--- src/sck_pkg.sv ---
// ----------------------------------------------------------------------------
// sck_pkg
// Shared types and constants for the substitution cipher with key check.
// ----------------------------------------------------------------------------
package sck_pkg;

  localparam int unsigned KeyLen = 26;
  localparam int unsigned PosCap = 27;

  typedef logic [4:0] letter_t;
  typedef logic [4:0] pos_t;
  typedef logic [KeyLen-1:0] seen_t;

  typedef enum logic [2:0] {
    ST_TEXT    = 3'd0,
    ST_TAKEN   = 3'd1,
    ST_ACCEPT  = 3'd2,
    ST_BADCHAR = 3'd3,
    ST_LENGTH  = 3'd4,
    ST_DUP     = 3'd5,
    ST_NOKEY   = 3'd6
  } status_t;

  localparam logic       CMD_KEY   = 1'b0;
  localparam logic       CMD_TEXT  = 1'b1;
  localparam logic [7:0] UPPER_A   = 8'h41;
  localparam logic [7:0] UPPER_Z   = 8'h5A;
  localparam logic [7:0] LOWER_A   = 8'h61;
  localparam logic [7:0] LOWER_Z   = 8'h7A;

endpackage

--- src/sck_channels.sv ---
// ----------------------------------------------------------------------------
// sck_channels
// Request and result channel interfaces with valid/ready handshake.
// ----------------------------------------------------------------------------
interface sck_item_if
  import sck_pkg::*;
  ();
  logic       valid;
  logic       ready;
  logic       command;
  logic [7:0] data_byte;
  logic       last_of_key;

  modport source (output valid, output command, output data_byte, output last_of_key,
                  input ready);
  modport sink (input valid, input command, input data_byte, input last_of_key,
                output ready);
endinterface

interface sck_result_if
  import sck_pkg::*;
  ();
  logic       valid;
  logic       ready;
  logic [7:0] out_byte;
  logic [2:0] status;

  modport source (output valid, output out_byte, output status, input ready);
  modport sink (input valid, input out_byte, input status, output ready);
endinterface

--- src/substitution_cipher_with_key_check.sv ---
// ----------------------------------------------------------------------------
// substitution_cipher_with_key_check
// Monoalphabetic substitution cipher that validates and loads its own key.
// ----------------------------------------------------------------------------
// Requests arrive on the items channel, each a byte tagged as key or text.
// Every request yields exactly one result on the results channel, in order.
// Key bytes are checked as they arrive and written into a 26-entry key
// memory; the byte marked last gets the verdict on the whole key. Text
// letters are looked up in the key memory and keep their case.
// Each request passes through two register stages: the synchronous key
// memory read and the output register. Throughput is one request per cycle
// while the receiver does not stall; the key memory has one write port for
// key bytes and one read port for text bytes, and a text byte never reads an
// entry written by the key byte accepted in the same cycle.
// When the receiver stalls, the whole two-stage pipeline holds and the
// items channel drops ready until the held result is taken.
// Reset empties the pipeline and clears the key state; the key memory
// contents are not cleared, and text before a good key passes unchanged.
// ----------------------------------------------------------------------------
module substitution_cipher_with_key_check
  import sck_pkg::*;
(
  input  logic         clk,
  input  logic         rst,
  sck_item_if.sink     items,
  sck_result_if.source results
);

  letter_t key_mem [KeyLen];
  letter_t rd_data;

  pos_t    key_position;
  seen_t   letters_seen;
  logic    bad_char_seen;
  logic    duplicate_seen;
  logic    key_ready;
  logic    loading_key;

  pos_t    key_position_next;
  seen_t   letters_seen_next;
  logic    bad_char_seen_next;
  logic    duplicate_seen_next;
  logic    key_ready_next;
  logic    loading_key_next;

  logic    s1_valid;
  logic    s1_map;
  logic    s1_lower;
  logic [7:0] s1_byte;
  status_t s1_status;

  logic    out_valid;
  logic [7:0] out_byte;
  status_t out_status;

  logic    advance;
  logic    accept;
  logic    is_upper;
  logic    is_lower;
  logic    is_letter;
  letter_t idx;
  logic    wr_en;
  pos_t    wr_addr;
  logic    rd_en;
  status_t st_next;
  pos_t    pos_base;
  seen_t   seen_base;
  logic    bad_base;
  logic    dup_base;
  letter_t cipher;

  assign advance = !out_valid || results.ready;
  assign items.ready = advance;
  assign accept = items.valid && advance;

  assign is_upper  = (items.data_byte >= UPPER_A) && (items.data_byte <= UPPER_Z);
  assign is_lower  = (items.data_byte >= LOWER_A) && (items.data_byte <= LOWER_Z);
  assign is_letter = is_upper || is_lower;
  assign idx = is_lower ? letter_t'(items.data_byte - LOWER_A)
                        : letter_t'(items.data_byte - UPPER_A);

  always_comb begin
    pos_base  = loading_key ? key_position : '0;
    seen_base = loading_key ? letters_seen : '0;
    bad_base  = loading_key && bad_char_seen;
    dup_base  = loading_key && duplicate_seen;

    key_position_next   = key_position;
    letters_seen_next   = letters_seen;
    bad_char_seen_next  = bad_char_seen;
    duplicate_seen_next = duplicate_seen;
    key_ready_next      = key_ready;
    loading_key_next    = loading_key;
    wr_en   = 1'b0;
    wr_addr = pos_base;
    rd_en   = 1'b0;
    st_next = ST_TEXT;

    if (accept && items.command == CMD_TEXT) begin
      rd_en   = key_ready && is_letter;
      st_next = key_ready ? ST_TEXT : ST_NOKEY;
    end else if (accept) begin
      letters_seen_next   = seen_base;
      bad_char_seen_next  = bad_base;
      duplicate_seen_next = dup_base;
      if (!is_letter) begin
        bad_char_seen_next = 1'b1;
      end else if (pos_base < pos_t'(KeyLen)) begin
        wr_en = 1'b1;
        duplicate_seen_next = dup_base || seen_base[idx];
        letters_seen_next   = seen_base | (seen_t'(1) << idx);
      end
      key_position_next = (pos_base < pos_t'(PosCap)) ? pos_base + pos_t'(1) : pos_base;

      if (items.last_of_key) begin
        loading_key_next = 1'b0;
        key_ready_next   = 1'b0;
        if (bad_char_seen_next) begin
          st_next = ST_BADCHAR;
        end else if (key_position_next != pos_t'(KeyLen)) begin
          st_next = ST_LENGTH;
        end else if (duplicate_seen_next) begin
          st_next = ST_DUP;
        end else begin
          st_next = ST_ACCEPT;
          key_ready_next = 1'b1;
        end
      end else begin
        loading_key_next = 1'b1;
        key_ready_next   = loading_key && key_ready;
        st_next          = ST_TAKEN;
      end
    end
  end

  always_ff @(posedge clk) begin
    if (wr_en) begin
      key_mem[wr_addr] <= idx;
    end
    if (rd_en) begin
      rd_data <= key_mem[idx];
    end
  end

  always_ff @(posedge clk) begin
    if (rst) begin
      key_position   <= '0;
      letters_seen   <= '0;
      bad_char_seen  <= 1'b0;
      duplicate_seen <= 1'b0;
      key_ready      <= 1'b0;
      loading_key    <= 1'b0;
    end else begin
      key_position   <= key_position_next;
      letters_seen   <= letters_seen_next;
      bad_char_seen  <= bad_char_seen_next;
      duplicate_seen <= duplicate_seen_next;
      key_ready      <= key_ready_next;
      loading_key    <= loading_key_next;
    end
  end

  always_ff @(posedge clk) begin
    if (rst) begin
      s1_valid  <= 1'b0;
      out_valid <= 1'b0;
    end else if (advance) begin
      s1_valid  <= items.valid;
      out_valid <= s1_valid;
    end
  end

  always_ff @(posedge clk) begin
    if (advance) begin
      s1_map    <= rd_en;
      s1_lower  <= is_lower;
      s1_byte   <= (items.command == CMD_TEXT) ? items.data_byte : 8'h00;
      s1_status <= st_next;
    end
  end

  assign cipher = (rd_data >= letter_t'(KeyLen)) ? rd_data - letter_t'(KeyLen) : rd_data;

  always_ff @(posedge clk) begin
    if (advance) begin
      out_status <= s1_status;
      if (s1_map) begin
        out_byte <= (s1_lower ? LOWER_A : UPPER_A) + {3'b000, cipher};
      end else begin
        out_byte <= s1_byte;
      end
    end
  end

  assign results.valid    = out_valid;
  assign results.out_byte = out_byte;
  assign results.status   = out_status;

endmodule

--- src/flat_wrapper.sv ---
// flat-port wrapper written by rule: the top's interface ports become plain ports
module substitution_cipher_with_key_check_flat import sck_pkg::*;
  (clk, rst, items_valid, items_command, items_data_byte, items_last_of_key, items_ready, results_valid, results_out_byte, results_status, results_ready);
  sck_item_if items_i ();
  sck_result_if results_i ();
  input  logic clk;
  input  logic rst;
  input wire logic [$bits(items_i.valid)-1:0] items_valid;
  input wire logic [$bits(items_i.command)-1:0] items_command;
  input wire logic [$bits(items_i.data_byte)-1:0] items_data_byte;
  input wire logic [$bits(items_i.last_of_key)-1:0] items_last_of_key;
  output wire logic [$bits(items_i.ready)-1:0] items_ready;
  output wire logic [$bits(results_i.valid)-1:0] results_valid;
  output wire logic [$bits(results_i.out_byte)-1:0] results_out_byte;
  output wire logic [$bits(results_i.status)-1:0] results_status;
  input wire logic [$bits(results_i.ready)-1:0] results_ready;
  assign items_i.valid = items_valid;
  assign items_i.command = items_command;
  assign items_i.data_byte = items_data_byte;
  assign items_i.last_of_key = items_last_of_key;
  assign items_ready = items_i.ready;
  assign results_valid = results_i.valid;
  assign results_out_byte = results_i.out_byte;
  assign results_status = results_i.status;
  assign results_i.ready = results_ready;
  substitution_cipher_with_key_check u_core (.clk(clk), .rst(rst), .items(items_i), .results(results_i));
endmodule
--- config.mk ---
export PLATFORM = sky130hd
export DESIGN_NAME = substitution_cipher_with_key_check_flat
export DESIGN_NICKNAME = d
export VERILOG_FILES = /design/src/sck_pkg.sv /design/src/sck_channels.sv /design/src/substitution_cipher_with_key_check.sv /design/src/flat_wrapper.sv
export SDC_FILE = /design/constraint.sdc
export NUM_CORES = 1
export LEC_CHECK = 0
export ABC_AREA = 1
export BUFFER_PORTS_ARGS = -buffer_cell sky130_fd_sc_hd__buf_4
export CAP_MARGIN = 0
export CELL_PAD_IN_SITES_DETAIL_PLACEMENT = 1
export CELL_PAD_IN_SITES_GLOBAL_PLACEMENT = 1
export CORE_UTILIZATION = 30
export DETAILED_ROUTE_END_ITERATION = 16
export PLACE_DENSITY = 0.55
export SLEW_MARGIN = 10
export SYNTH_ARGS = -nofsm -noshare
export SYNTH_HDL_FRONTEND = slang
export SYNTH_SLANG_ARGS = --single-unit
--- constraint.sdc ---
create_clock -name clk -period 4.3 [get_ports clk]
set_input_delay 0.86 -clock clk [delete_from_list [all_inputs] [get_ports clk]]
set_output_delay 0.86 -clock clk [all_outputs]
set_load 0.1 [all_outputs]
==> results.sh <==
export IMPL_fin_crit_sh=0.704
export IMPL_ys_warn_count=0
export IMPL_path_clk_slew_ps=70
export IMPL_synthFlopType="edfxtp_1"
export IMPL_ant_nets=0
export IMPL_layoutNonFillerInstCount=1276
export IMPL_wl_um=23400
export IMPL_htreeDepth=4
export IMPL_wl_per_cell_um=18.3
export IMPL_dr_total_vias=6114
export IMPL_cts_resized=0
export IMPL_startpoint_type="primary input"
export IMPL_rr_worst_depth=5
export IMPL_synthTopCellsByArea="edfxtp_1 (54%), dfxtp_1 (8.4%), nand2_1 (6.7%)"
export IMPL_drv_slew=0
export IMPL_ys_types=43
export IMPL_place_area_sq_mm=0.00937
export IMPL_dp_cells=1244
export IMPL_critPathRequiredTime_ps=4360
export IMPL_post_route_min_period_ps=3030
export IMPL_synth_seq_cells=196
export IMPL_root_buffer="clkbuf_16"
export IMPL_antenna_found_initial=0
export IMPL_yosys_top_cells_count="edfxtp_1 (159), nand2_1 (157), nor2_1 (139)"
export IMPL_worst_pin_slew_ps=804
export IMPL_endpoint_kind="flip-flop"
export IMPL_path_max_fanout=48
export IMPL_die_w_um=173
export IMPL_max_cap_violations=0
export IMPL_powerDensity_mw_per_mm2=421
export IMPL_start_util=0.306
export IMPL_finClkSkew_ps=11.9
export IMPL_first_pass_iters=4
export IMPL_first_global_vias=6420
export IMPL_track_usage=0.161
export IMPL_rsz0062_at_grt="false"
export IMPL_tns_ps=0
export IMPL_crit_chain="buf_4 > buf_4 > ha_1 > inv_1 > nand2_2 > nand3_2 > nand2_4 > nand2_4 > nor2_4 > nand2_2 > nor3_1"
export IMPL_hold_buffers=0
export IMPL_clock_latency_ps=440
export IMPL_synth_most_common_cell="edfxtp_1"
export IMPL_die_h_um=173
export IMPL_synth_area_sq_mm=0.00880
export IMPL_drt_initial_drc_count=348
export IMPL_cts_max_path_buffers=2
export IMPL_synth_edf_count=159
export IMPL_design_area_sq_mm=0.00997
export IMPL_io_pins=27
export IMPL_synthArstFlopShare=0
export IMPL_row_count=62
export IMPL_worst_hold_path_type="flip-flop to flip-flop"
export IMPL_arrival_ps=3090
export IMPL_synth_fp_nets=889
export IMPL_grt_pass1_wl_um=37100
export IMPL_core_area_sq_mm=0.0288
export IMPL_drc=0
export IMPL_dp_hpwl_um=15400
export IMPL_finalSetupViolCount=0
export IMPL_layout_drive_gt1_share=0.131
export IMPL_yosysTopAreaCell="edfxtp_1"
export IMPL_cpPeakStageDelay_ps=670
export IMPL_slew_headroom=0.460
export IMPL_synth_seq_area_share=0.627
export IMPL_p_leak_nw=3.53
export IMPL_crit_slowest_cell="nor3_1"
export IMPL_fin_nets=905
export IMPL_hold_viol=0
export IMPL_io_buffers=26
export IMPL_vdd_ir_drop_max_v=0.000237
export IMPL_cts_made_buffers=17
export IMPL_syn_avg_cell_area_sq_um=10.2
export IMPL_die_area_sq_mm=0.0300
export IMPL_cts_num_sinks=196
export IMPL_viasPerCell=4.79
export IMPL_place_gp_congestion=0.789
export IMPL_max_freq_mhz=330
export IMPL_hold_depth=0
export IMPL_synth_top_cell_area_share=0.543
export IMPL_cts_tree="done"
export IMPL_worstSetupPathType="primary input to flip-flop"
export IMPL_status="finished, final reports clean"
export IMPL_grt_ovfl_total=0
export IMPL_grt_start_max_net_pins=75
export IMPL_n_antenna_cell=0
export IMPL_synth_cells=863
export IMPL_post_cts_buffers=0
export IMPL_syn2layout_area_growth_pct=13.3
critical path, delay by kind of cell:
kind	cells	cell delay (ps)
and+or+nand+nor	7	1440
buffers and inverters	3	560
adders and majority gates	1	230
per-stage QoR:
stage	utilization	hold WS, ps	power [mW]	setup slack, ps
2_1_floorplan	-	400	2.47	946
3_3_place_gp	0.326	437	2.62	910
3_5_place_dp	0.326	421	2.62	816
4_1_cts	0.346	439	4.25	1290
5_1_grt	0.346	449	4.33	1120
6_report	0.346	435	4.20	1270
routing by layer:
metal / GRT usage / share of wire / vias to the layer above
li1: - / - / 3013
met1: 0.217 / 0.48 / 3004
met2: 0.267 / 0.48 / 71
met3: 0.0224 / 0.026 / 26
met4: 0.0527 / 0.016 / 0
met5: 0 / 0 / -
cells in the final DEF (no fill, tap or decap), types with 7 or more instances in the layout:
| cell | count |
|---|---|
| a21oi_1 | 32 |
| buf_4 | 40 |
| clkbuf_16 | 17 |
| dfxtp_1 | 37 |
| edfxtp_1 | 159 |
| ha_1 | 12 |
| inv_1 | 41 |
| inv_2 | 11 |
| nand2_1 | 157 |
| nand2_2 | 10 |
| nand3_1 | 33 |
| nor2_1 | 139 |
| nor3_1 | 11 |
| o211ai_1 | 7 |
| o21ai_0 | 78 |
| o21ai_1 | 13 |
| o22ai_1 | 25 |
area by class of cell:
class,instances,area [sq um]
flip-flops and latches,196,5520
clock buffers,17,425
well taps,384,480
multi-input cells,569,2850
fillers,3201,18800
repair buffers,41,320
clock inverters,15,175
inverters,54,203
sequential cells by signal (all words and copies together), names as in the netlist:
register	count
u_core.key_mem	130
u_core.letters_seen	26
u_core.results.out_byte	8
u_core.s1_byte	8
u_core.key_position	5
u_core.rd_data	5
u_core.results.status	3
u_core.s1_status	3
u_core.bad_char_seen	1
u_core.duplicate_seen	1
u_core.key_ready	1
u_core.loading_key	1
u_core.results.valid	1
u_core.s1_lower	1
u_core.s1_map	1
u_core.s1_valid	1
cells by family after synthesis:
kind of cell / Yosys count / synth area share
AOI/OAI and AO/OA: 175 / 0.114
xor gates and xnor gates: 8 / 0.00882
adders and majority gates: 12 / 0.0171
buffers and inverters: 98 / 0.0498
DFF: 196 / 0.627
and+or+nand+nor: 374 / 0.184
path summary, 6_finish.rpt:
path | startpoint | end | slack, ps
worst min register to register | u_core.s1_status[1] | u_core.results.status[1] | 430
worst min-delay path | u_core.s1_status[1] | u_core.results.status[1] | 430
worst max register to register | u_core.loading_key | u_core.key_mem[15][3] | 1840
worst max-delay path | items_data_byte[0] | u_core.key_mem[24][3] | 1270
power breakdown:
part	leakage, nW	switching, mW	internal (mW)
registers	1.78	0.0154	2.09
logic	1.46	0.350	0.113
clock network	0.288	0.756	0.873
Power figures use the tool's default switching activity.
